<file path="config.mk">
export PLATFORM = sky130hd
export DESIGN_NAME = pulse_input_counter_requests
export DESIGN_NICKNAME = d
export VERILOG_FILES = /design/src/rtl/pic_pkg.sv /design/src/rtl/pulse_input_counter_requests.sv /design/src/rtl/pic_decode.sv
export SDC_FILE = /design/constraint.sdc
export NUM_CORES = 1
export LEC_CHECK = 0
export ABC_AREA = 1
export BUFFER_PORTS_ARGS = -buffer_cell sky130_fd_sc_hd__buf_4
export CORE_UTILIZATION = 35
export CTS_CLUSTER_DIAMETER = 60
export CTS_CLUSTER_SIZE = 20
export DETAILED_ROUTE_END_ITERATION = 6
export PLACE_DENSITY = 0.62
export SLEW_MARGIN = 30
export SYNTH_ARGS = -nofsm -noshare
export SYNTH_HDL_FRONTEND = slang
export SYNTH_HIERARCHICAL = 1
export SYNTH_SLANG_ARGS = --single-unit
</file>
<file path="constraint.sdc">
create_clock -name clk_i -period 2.62 [get_ports clk_i]
set_input_delay 0.131 -clock clk_i [delete_from_list [all_inputs] [get_ports clk_i]]
set_output_delay 0.131 -clock clk_i [all_outputs]
set_load 0.02 [all_outputs]
</file>
<file path="src/rtl/pic_pkg.sv">
// Package for the pulse input counter request block.
// Holds the pulse id codes, the channel 13 masks, the request codes and shared types.
// No dependencies.
`default_nettype none

package pic_pkg;

  // Pulse source codes
  localparam logic [4:0] PidAngleLast   = 5'd9;
  localparam logic [4:0] PidAccelFirst  = 5'd10;
  localparam logic [4:0] PidAccelLast   = 5'd15;
  localparam logic [4:0] PidUplinkLast  = 5'd17;
  localparam logic [4:0] PidXlinkLast   = 5'd19;
  localparam logic [4:0] PidLrLast      = 5'd21;
  localparam logic [4:0] PidRrLast      = 5'd23;
  localparam logic [4:0] PidDownlinkEnd = 5'd26;

  // Channel 13 bit masks
  localparam logic [5:0] C13RrSel   = 6'o03;
  localparam logic [5:0] C13LrBoth  = 6'o14;
  localparam logic [5:0] C13RadarEn = 6'o10;
  localparam logic [5:0] C13Xlink   = 6'o20;
  localparam logic [5:0] C13Inhibit = 6'o40;

  // Counter selects
  localparam logic [3:0] SelAccelBase = 4'd5;
  localparam logic [3:0] SelInlink    = 4'd8;
  localparam logic [3:0] SelRadar     = 4'd9;

  // Accelerometer precounter limits
  localparam logic [1:0] PcTop    = 2'd3;
  localparam logic [1:0] PcBottom = 2'd0;

  localparam int unsigned NumAxes = 3;

  typedef enum logic [1:0] {
    KindPlus  = 2'd0,
    KindMinus = 2'd1,
    KindOne   = 2'd2,
    KindZero  = 2'd3
  } count_kind_e;

  // One 2-bit precounter per accel axis
  typedef logic [NumAxes-1:0][1:0] precount_t;

  typedef struct packed {
    logic [4:0] pulse_id;
    logic [5:0] chan13_bits;
    logic       uplink_enable;
    logic       uplink_too_fast;
  } pulse_t;

  typedef struct packed {
    logic        count_valid;
    logic [3:0]  counter_sel;
    count_kind_e count_kind;
    logic        clear_ch33;
    logic        downrupt_request;
    logic [1:0]  accel_seen_axis;
    logic        accel_seen_minus;
  } result_t;

endpackage

`default_nettype wire

</file>
<file path="src/rtl/pulse_input_counter_requests.sv">
// Top level of the pulse input counter request block: input register, decode, result register.
// Depends on pic_pkg and pic_decode.
//
//   Channel | Handshake                 | Payload
//   --------+---------------------------+--------------------------------------------------
//   in      | in_valid_i / in_ready_o   | pulse_id_i, chan13_bits_i, uplink_enable_i,
//           |                           | uplink_too_fast_i
//   out     | out_valid_o / out_ready_i | count_valid_o, counter_sel_o, count_kind_o,
//           |                           | clear_ch33_o, downrupt_request_o,
//           |                           | accel_seen_axis_o, accel_seen_minus_o
//
// One transfer per cycle in and out unless the output stalls; a pulse is registered at input and at output.
// The accel precounters are read and updated in the decode step, one pulse a cycle unless the output stalls.
// Reset clears the precounters and both stage valid flags.
// A stalled output holds its result; the input register keeps filling until both stages are full.
`default_nettype none

module pulse_input_counter_requests (
  input  wire logic       clk_i,
  input  wire logic       rst_ni,
  input  wire logic       in_valid_i,
  output logic            in_ready_o,
  input  wire logic [4:0] pulse_id_i,
  input  wire logic [5:0] chan13_bits_i,
  input  wire logic       uplink_enable_i,
  input  wire logic       uplink_too_fast_i,
  output logic            out_valid_o,
  input  wire logic       out_ready_i,
  output logic            count_valid_o,
  output logic [3:0]      counter_sel_o,
  output logic [1:0]      count_kind_o,
  output logic            clear_ch33_o,
  output logic            downrupt_request_o,
  output logic [1:0]      accel_seen_axis_o,
  output logic            accel_seen_minus_o
);

  logic               in_valid_q;
  pic_pkg::pulse_t    pulse_q;
  logic               out_valid_q;
  pic_pkg::result_t   result_q;
  pic_pkg::result_t   result_d;
  pic_pkg::precount_t precount_q;
  pic_pkg::precount_t precount_d;
  logic               out_adv;
  logic               in_adv;

  // Stage handshakes
  assign out_adv    = !out_valid_q || out_ready_i;
  assign in_adv     = in_valid_q && out_adv;
  assign in_ready_o = !in_valid_q || out_adv;

  // Input register
  always_ff @(posedge clk_i or negedge rst_ni) begin
    if (!rst_ni) begin
      in_valid_q <= 1'b0;
    end else if (in_ready_o) begin
      in_valid_q <= in_valid_i;
    end
  end

  always_ff @(posedge clk_i) begin
    if (in_valid_i && in_ready_o) begin
      pulse_q <= '{pulse_id:        pulse_id_i,
                   chan13_bits:     chan13_bits_i,
                   uplink_enable:   uplink_enable_i,
                   uplink_too_fast: uplink_too_fast_i};
    end
  end

  pic_decode u_decode (
    .pulse_i    (pulse_q),
    .precount_i (precount_q),
    .result_o   (result_d),
    .precount_o (precount_d)
  );

  // Precounters step when the decoded pulse moves into the result register
  always_ff @(posedge clk_i or negedge rst_ni) begin
    if (!rst_ni) begin
      precount_q <= '0;
    end else if (in_adv) begin
      precount_q <= precount_d;
    end
  end

  // Result register
  always_ff @(posedge clk_i or negedge rst_ni) begin
    if (!rst_ni) begin
      out_valid_q <= 1'b0;
    end else if (out_adv) begin
      out_valid_q <= in_valid_q;
    end
  end

  always_ff @(posedge clk_i) begin
    if (in_adv) begin
      result_q <= result_d;
    end
  end

  assign out_valid_o        = out_valid_q;
  assign count_valid_o      = result_q.count_valid;
  assign counter_sel_o      = result_q.counter_sel;
  assign count_kind_o       = result_q.count_kind;
  assign clear_ch33_o       = result_q.clear_ch33;
  assign downrupt_request_o = result_q.downrupt_request;
  assign accel_seen_axis_o  = result_q.accel_seen_axis;
  assign accel_seen_minus_o = result_q.accel_seen_minus;

  // A channel 33 clear never comes with a counter request
  assert property (@(posedge clk_i) disable iff (!rst_ni)
    out_valid_o |-> !(clear_ch33_o && count_valid_o))
    else $error("clear_ch33 raised together with a counter request");

  // An accel request always names the axis that was pulsed
  assert property (@(posedge clk_i) disable iff (!rst_ni)
    (out_valid_o && count_valid_o && counter_sel_o >= pic_pkg::SelAccelBase
     && counter_sel_o < pic_pkg::SelInlink)
    |-> (accel_seen_axis_o == 2'(counter_sel_o - pic_pkg::SelAccelBase + 4'd1)))
    else $error("accel request does not match the pulsed axis");

  // Precounters only move when a pulse passes through decode
  assert property (@(posedge clk_i) disable iff (!rst_ni)
    !$stable(precount_q) |-> $past(in_adv))
    else $error("precounter changed without a decoded pulse");

  // A result register that is stalled keeps its contents
  assert property (@(posedge clk_i) disable iff (!rst_ni)
    (out_valid_q && !out_ready_i) |=> (out_valid_q && $stable(result_q)))
    else $error("stalled result changed");

endmodule

`default_nettype wire

</file>
<file path="src/rtl/pic_decode.sv">
// Combinational decode of one pulse: gating, request select and precounter step.
// Depends on pic_pkg.
`default_nettype none

module pic_decode (
  input  pic_pkg::pulse_t    pulse_i,
  input  pic_pkg::precount_t precount_i,
  output pic_pkg::result_t   result_o,
  output pic_pkg::precount_t precount_o
);

  logic [4:0]           id;
  logic [5:0]           c13;
  logic                 odd;
  pic_pkg::count_kind_e link_kind;
  logic [4:0]           accel_off;
  logic [1:0]           axis;
  logic [1:0]           pc;
  logic                 link_adm;
  logic                 link_pulse;

  assign id        = pulse_i.pulse_id;
  assign c13       = pulse_i.chan13_bits;
  assign odd       = id[0];
  assign link_kind = odd ? pic_pkg::KindZero : pic_pkg::KindOne;
  assign accel_off = id - pic_pkg::PidAccelFirst;
  assign axis      = accel_off[2:1];
  assign pc        = precount_i[axis];

  // Link admission: uplink needs enable and uplink select, crosslink needs its select
  always_comb begin
    link_pulse = 1'b0;
    link_adm   = 1'b0;
    if (id > pic_pkg::PidAccelLast && id <= pic_pkg::PidUplinkLast) begin
      link_pulse = 1'b1;
      link_adm   = pulse_i.uplink_enable && ((c13 & pic_pkg::C13Xlink) == '0);
    end else if (id > pic_pkg::PidUplinkLast && id <= pic_pkg::PidXlinkLast) begin
      link_pulse = 1'b1;
      link_adm   = (c13 & pic_pkg::C13Xlink) != '0;
    end
  end

  // Request decode and precounter update
  always_comb begin
    result_o   = '0;
    precount_o = precount_i;
    priority if (id <= pic_pkg::PidAngleLast) begin
      result_o.count_valid = 1'b1;
      result_o.counter_sel = id[4:1];
      result_o.count_kind  = odd ? pic_pkg::KindMinus : pic_pkg::KindPlus;
    end else if (id <= pic_pkg::PidAccelLast) begin
      result_o.accel_seen_axis  = axis + 2'd1;
      result_o.accel_seen_minus = odd;
      if (!odd) begin
        if (pc == pic_pkg::PcTop) begin
          result_o.count_valid = 1'b1;
          result_o.counter_sel = pic_pkg::SelAccelBase + {2'b00, axis};
          result_o.count_kind  = pic_pkg::KindPlus;
        end else begin
          precount_o[axis] = pc + 2'd1;
        end
      end else begin
        if (pc == pic_pkg::PcBottom) begin
          result_o.count_valid = 1'b1;
          result_o.counter_sel = pic_pkg::SelAccelBase + {2'b00, axis};
          result_o.count_kind  = pic_pkg::KindMinus;
        end else begin
          precount_o[axis] = pc - 2'd1;
        end
      end
    end else if (link_pulse) begin
      // too-fast wins over inhibit
      if (link_adm) begin
        if (pulse_i.uplink_too_fast) begin
          result_o.clear_ch33 = 1'b1;
        end else if ((c13 & pic_pkg::C13Inhibit) == '0) begin
          result_o.count_valid = 1'b1;
          result_o.counter_sel = pic_pkg::SelInlink;
          result_o.count_kind  = link_kind;
        end
      end
    end else if (id <= pic_pkg::PidLrLast) begin
      if ((c13 & pic_pkg::C13LrBoth) == pic_pkg::C13LrBoth) begin
        result_o.count_valid = 1'b1;
        result_o.counter_sel = pic_pkg::SelRadar;
        result_o.count_kind  = link_kind;
      end
    end else if (id <= pic_pkg::PidRrLast) begin
      if (((c13 & pic_pkg::C13RadarEn) != '0) && ((c13 & pic_pkg::C13RrSel) != '0)) begin
        result_o.count_valid = 1'b1;
        result_o.counter_sel = pic_pkg::SelRadar;
        result_o.count_kind  = link_kind;
      end
    end else if (id == pic_pkg::PidDownlinkEnd) begin
      result_o.downrupt_request = 1'b1;
    end else begin
      result_o = '0;
    end
  end

endmodule

`default_nettype wire
</file>
* Word-level counts from Yosys, hierarchy flattened
Cells that the tools add are included.
Operators by class: mux-type cells 33, eq/ne operators 5, reduce and logical (&&, ||, !) cells 18, add/sub/neg operators 5, magnitude comparators 10, bitwise gates (word level) 1
Operators by type and width (count):
- $mux 7 | 10
- $mux 6 | 4
- $le 5x5->1 const B | 4
- $mux 8 | 2
- $bwmux 6 | 2
- $logic_not 6->1 | 2
- $le 5x4->1 const B | 2
- $mux 3 | 3
- $mux 1 | 8
- $logic_and 1x1->1 | 7
- $reduce_bool 6->1 | 1
- $eq 5x5->1 const B | 1
- $gt 5x4->1 const B | 1
- $gt 5x5->1 const B | 1
- $reduce_and 5->1 | 1
- $reduce_or 5->1 | 1
- $add 2x1->2 const B | 2
- $add 3x2->4 const A | 1
- $bmux 2 s2 | 1
- $demux 2 s2 | 1
- $eq 2x2->1 const B | 2
- $mux 2 | 2
- $ne 2x2->1 const B | 2
- $lt 2x3->1 const B | 1
- other kinds (8) | 10
Word-level totals: register bits 33, bits of input ports 17

* Longest topological paths before layout
depth after elaboration 8, gate-level depth with buffers 16

* Modules after synthesis
The synthesis kept the hierarchy.
By module, submodules not included:
- pulse_input_counter_requests | cells an instance 61, times used 1, area each 1082.3 µm²
- pic_decode | cells an instance 137, times used 1, area each 793.3 µm²

* Worst setup path after synthesis
No wires, ideal clock.
kind register to register, from register pulse_q[9] (netlist name), to register precount_q[2] (netlist name), stages on the path, launching flop included 16, setup time 0.116 ns, data required time 2.504 ns, data arrival time 2.311 ns, clock period less this slack 2.427 ns, path slack 0.193 ns, path buffers 1, cells stage by stage edfxtp_1 buf_4 inv_2 ha_1 or2_4 o21ai_4 inv_1 ha_1 nor2_1 nor2_1 inv_1 nand2_1 nor3_1 a21oi_1 nand3_1 nand2_1
Between the ends: word-level cells in the longest chain between the ends 8
RTL lines:
- from (decl) | line pulse_input_counter_requests.sv:39 | pic_pkg::pulse_t pulse_q;
- from (signal assigned) | line pulse_input_counter_requests.sv:64 | pulse_q <= '{pulse_id: pulse_id_i,
- $sub 3x2->3 | line pic_decode.sv:26 | assign accel_off = id - pic_pkg::PidAccelFirst;
- $lt 2x3->1 (not written as such) / $ge 2x1->1 (equally long branches) | line pic_decode.sv:60, pic_decode.sv:68
- $logic_and 1x1->1 (not written as such) | line pic_decode.sv:60, pic_decode.sv:68
- $mux 2 (not written as such) | line pic_decode.sv:60, pic_decode.sv:68
- $demux 2 s2
- $bwmux 6, on equally long branches | line pic_decode.sv:60, pic_decode.sv:68
- $mux 6, on equally long branches | line pic_decode.sv:55, pic_decode.sv:63
- $mux 6 | line pic_decode.sv:54 | if (!odd) begin
- to (signal assigned) | line pulse_input_counter_requests.sv:83 | precount_q <= precount_d;
- to (decl) | line pulse_input_counter_requests.sv:43 | pic_pkg::precount_t precount_q;
Several ways; a longest one is shown, not always the timed one. The select of a mux whose other input is x is not followed. A chain may end at the register's enable or synchronous reset.

* Worst setup path in the final report
from register pulse_q[9] (netlist name), to register precount_q[0] (netlist name)
Same word-level chain as after synthesis.

==> reports/results.txt <==
wirelength, routed: 3260 um
die width: 75.2 um
clock buffer depth: 2
core region area: 5140 um^2
critical path launch point type: flop
number of nets in the synthesized netlist: 223
total clock buffers created by CTS: 5
setup tns final: 0 ns
number of nets with antenna violations after detailed routing: 0
IO Count: 31
number of instances in the synthesized netlist: 198
Slew headroom: 0.687
fraction of the yosys area taken by sequential cells: 0.507
fraction of final layout cells sized beyond drive strength 1: 0.300
detailed-route wire length per cell: 10.6 um
Vias per Instance: 4.55
GRT Resource Usage Total: 0.133
setup repair after global routing missed its margin: false
post-synthesis area per instance: 9.47 um^2
leakage component of the power: 1.03 nW
Cell Count Post-Placement: 298
max-slew violation count: 0
Cell Area, Synth: 1880 um^2
worst setup path category: reg2reg
pin count of the biggest net entering global routing: 14
Buffers on Ports: 30
maximum vdd ir drop: 0.292 mV
Die Footprint: 5660 um^2
clock slew at reported path FFs: 0.06 ns
TritonCTS clock tree: yes
global placer's final weighted congestion: 0.806
Initial Util: 0.365
via count of the first global-routing pass: 1279
CTS Root Cell: clkbuf_8
number of antenna violations at the first check in global routing: 0
CP Capture Type: flop
post-detail-place hpwl: 2490 um
Slew @ Worst Pin: 0.468 ns
number of sinks driven by the clock tree: 33
Final Hold Vio Count: 0
count of endpoints failing setup in the final report: 0
commonest non-fill, non-tap cells in the layout: nand2_1, buf_4, edfxtp_1, inv_1
fillers: 535
area of all sequential standard cells: 951 um^2
# DRC: 0
overall power consumption: 1.50 mW
ant diodes: 0
number of register bits inferred by synthesis: 33
status: complete, no violations
insertion delay of the later-clocked pin in the worst-skew pair: 0.29 ns
final net count: 261
required time of the worst setup path: 2.80 ns
Maximum Capacitance Violations: 0
grt ovf: 0
worst hold path type: in2reg
first-pass GRT wire length: 5520 um
Max H-tree Level: 2
area growth from synthesis to layout: 21.2%
most common cell after layout, fill and taps aside: nand2_1
share of the clock period used by the worst path after layout: 0.905
number of library cell types mapped by synthesis: 32
pwr/cell area: 661 nW/um^2
Row Count: 26
Pre-antenna DRT Iters: 4
First DRT Iteration DRCs: 50
worst-case clock skew: 0.00468 ns
via count: 1397
f_max: 422 MHz
Max FO, Critical Path: 5
number of cells in the finished layout apart from fillers: 307
multi-input combinational cell area: 776 um^2
Min Clock Period, post-route: 2.37 ns
total of warnings raised by yosys: 6
vertical die dimension: 75.2 um
crit path DAT: 2.55 ns
[registers in the layout, indices dropped and copies added, names as in the netlist]
| signal | flops |
|---|---|
| in_valid_q | 1 |
| accel_seen_minus_o | 1 |
| count_valid_o | 1 |
| counter_sel_o | 4 |
| clear_ch33_o | 1 |
| count_kind_o | 2 |
| pulse_q | 13 |
| accel_seen_axis_o | 2 |
| downrupt_request_o | 1 |
| precount_q | 6 |
| out_valid_o | 1 |
[critical path, cell delays in order, from the launching register on]
cell      delay (ns)
edfxtp_1        0.36
inv_2           0.04
ha_1            0.32
or2_4           0.27
o21ai_4         0.16
inv_1           0.06
ha_1            0.24
nor2_1          0.11
nor2_1          0.06
inv_1           0.18
nand2_1         0.10
nor3_1          0.15
a21oi_1         0.07
nand3_1         0.08
nand2_1         0.05
[per-stage QoR]
step / cell area [um^2] / hold WS (ns) / setup slack (ns) / utilization
6_report: 2270 / 0.0169 / 0.248 / 0.442
5_1_grt: 2270 / 0.0121 / 0.0148 / 0.442
4_1_cts: 2270 / 0.0130 / 0.244 / 0.442
3_5_place_dp: 2180 / -0.0460 / 0.253 / 0.425
3_3_place_gp: 2180 / -0.0450 / 0.316 / 0.425
2_1_floorplan: 1880 / -0.165 / 0.193 / -
[cells by family (layout without fill, tap and decap cells)]
logic type | count (synthesis) | count (layout) | share of synthesized area
AOI/OAI and AO/OA | 22 | 22 | 0.0814
buffers and inverters | 33 | 72 | 0.0794
adders and majority gates | 8 | 8 | 0.0534
and+or+nand+nor | 102 | 102 | 0.279
DFF | 33 | 33 | 0.507
[area by class of cell]
cell class	instances	share of cell area
repair buffers	35	0.117
well taps	70	0.0385
clock buffers	8	0.0352
flip-flops and latches	33	0.418
inverters	29	0.0501
multi-input cells	132	0.341
[timing repair]
item                                    CTS  global route
endpoints found under the setup margin    0             0
hold buffers                              1             0
setup buffers                             0             0
hold endpoints to repair                  8             0
gates resized for setup                   0             0
[worst paths after layout]
| path | startpoint | to | slack, ns | depth (start not counted) |
|---|---|---|---|---|
| min in group asynchronous | rst_ni | precount_q[4] | 0.19 | 2 |
| worst max register to register | pulse_q[9] | precount_q[0] | 0.25 | 14 |
| worst max-delay path | pulse_q[9] | precount_q[0] | 0.25 | 14 |
| worst min register to register | precount_q[1] | precount_q[1] | 0.47 | 2 |
| max in group asynchronous | rst_ni | precount_q[2] | 2.30 | 2 |
| worst min-delay path | chan13_bits_i[2] | pulse_q[4] | 0.02 | 1 |
[per-layer routing]
metal  vias up  wire length, um  global-route usage
met5         -                0                   0
met4         0               62              0.0823
met3         4              171              0.0321
met2        42             1470               0.202
met1       620             1560               0.170
li1        731                -                   -
[power by group]
part / internal, mW / switching, mW / total (mW)
clock network: 0.188 / 0.172 / 0.361
registers: 0.661 / 0.0504 / 0.711
logic: 0.168 / 0.263 / 0.431
[synth_stat cells]
cell type	number	area, um^2
buf_6	2	22.5
edfxtp_1	25	751
a21oi_1	5	25.0
nor2_1	17	63.8
o21bai_1	1	7.51
o21ai_1	3	15.0
nand3_1	17	85.1
nor3_1	5	25.0
buf_2	1	5.00
nand2_1	40	150
nand4_1	2	12.5
dfrtp_1	8	200
ha_1	8	100
o211ai_1	1	7.51
nand3_2	5	50.1
nor2_2	1	6.26
nor2_4	1	11.3
inv_2	5	18.8
buf_4	1	7.51
nand2_4	3	33.8
o21ai_4	1	16.3
o21a_1	1	7.51
nor2_8	1	20.0
o21ai_0	3	15.0
inv_1	22	82.6
nand2_2	9	56.3
inv_4	2	12.5
or2_4	1	8.76
a21oi_4	1	16.3
a21oi_2	2	17.5
a31oi_1	1	6.26
o22ai_1	3	18.8
No activity file was read; power rests on OpenSTA's default activity.
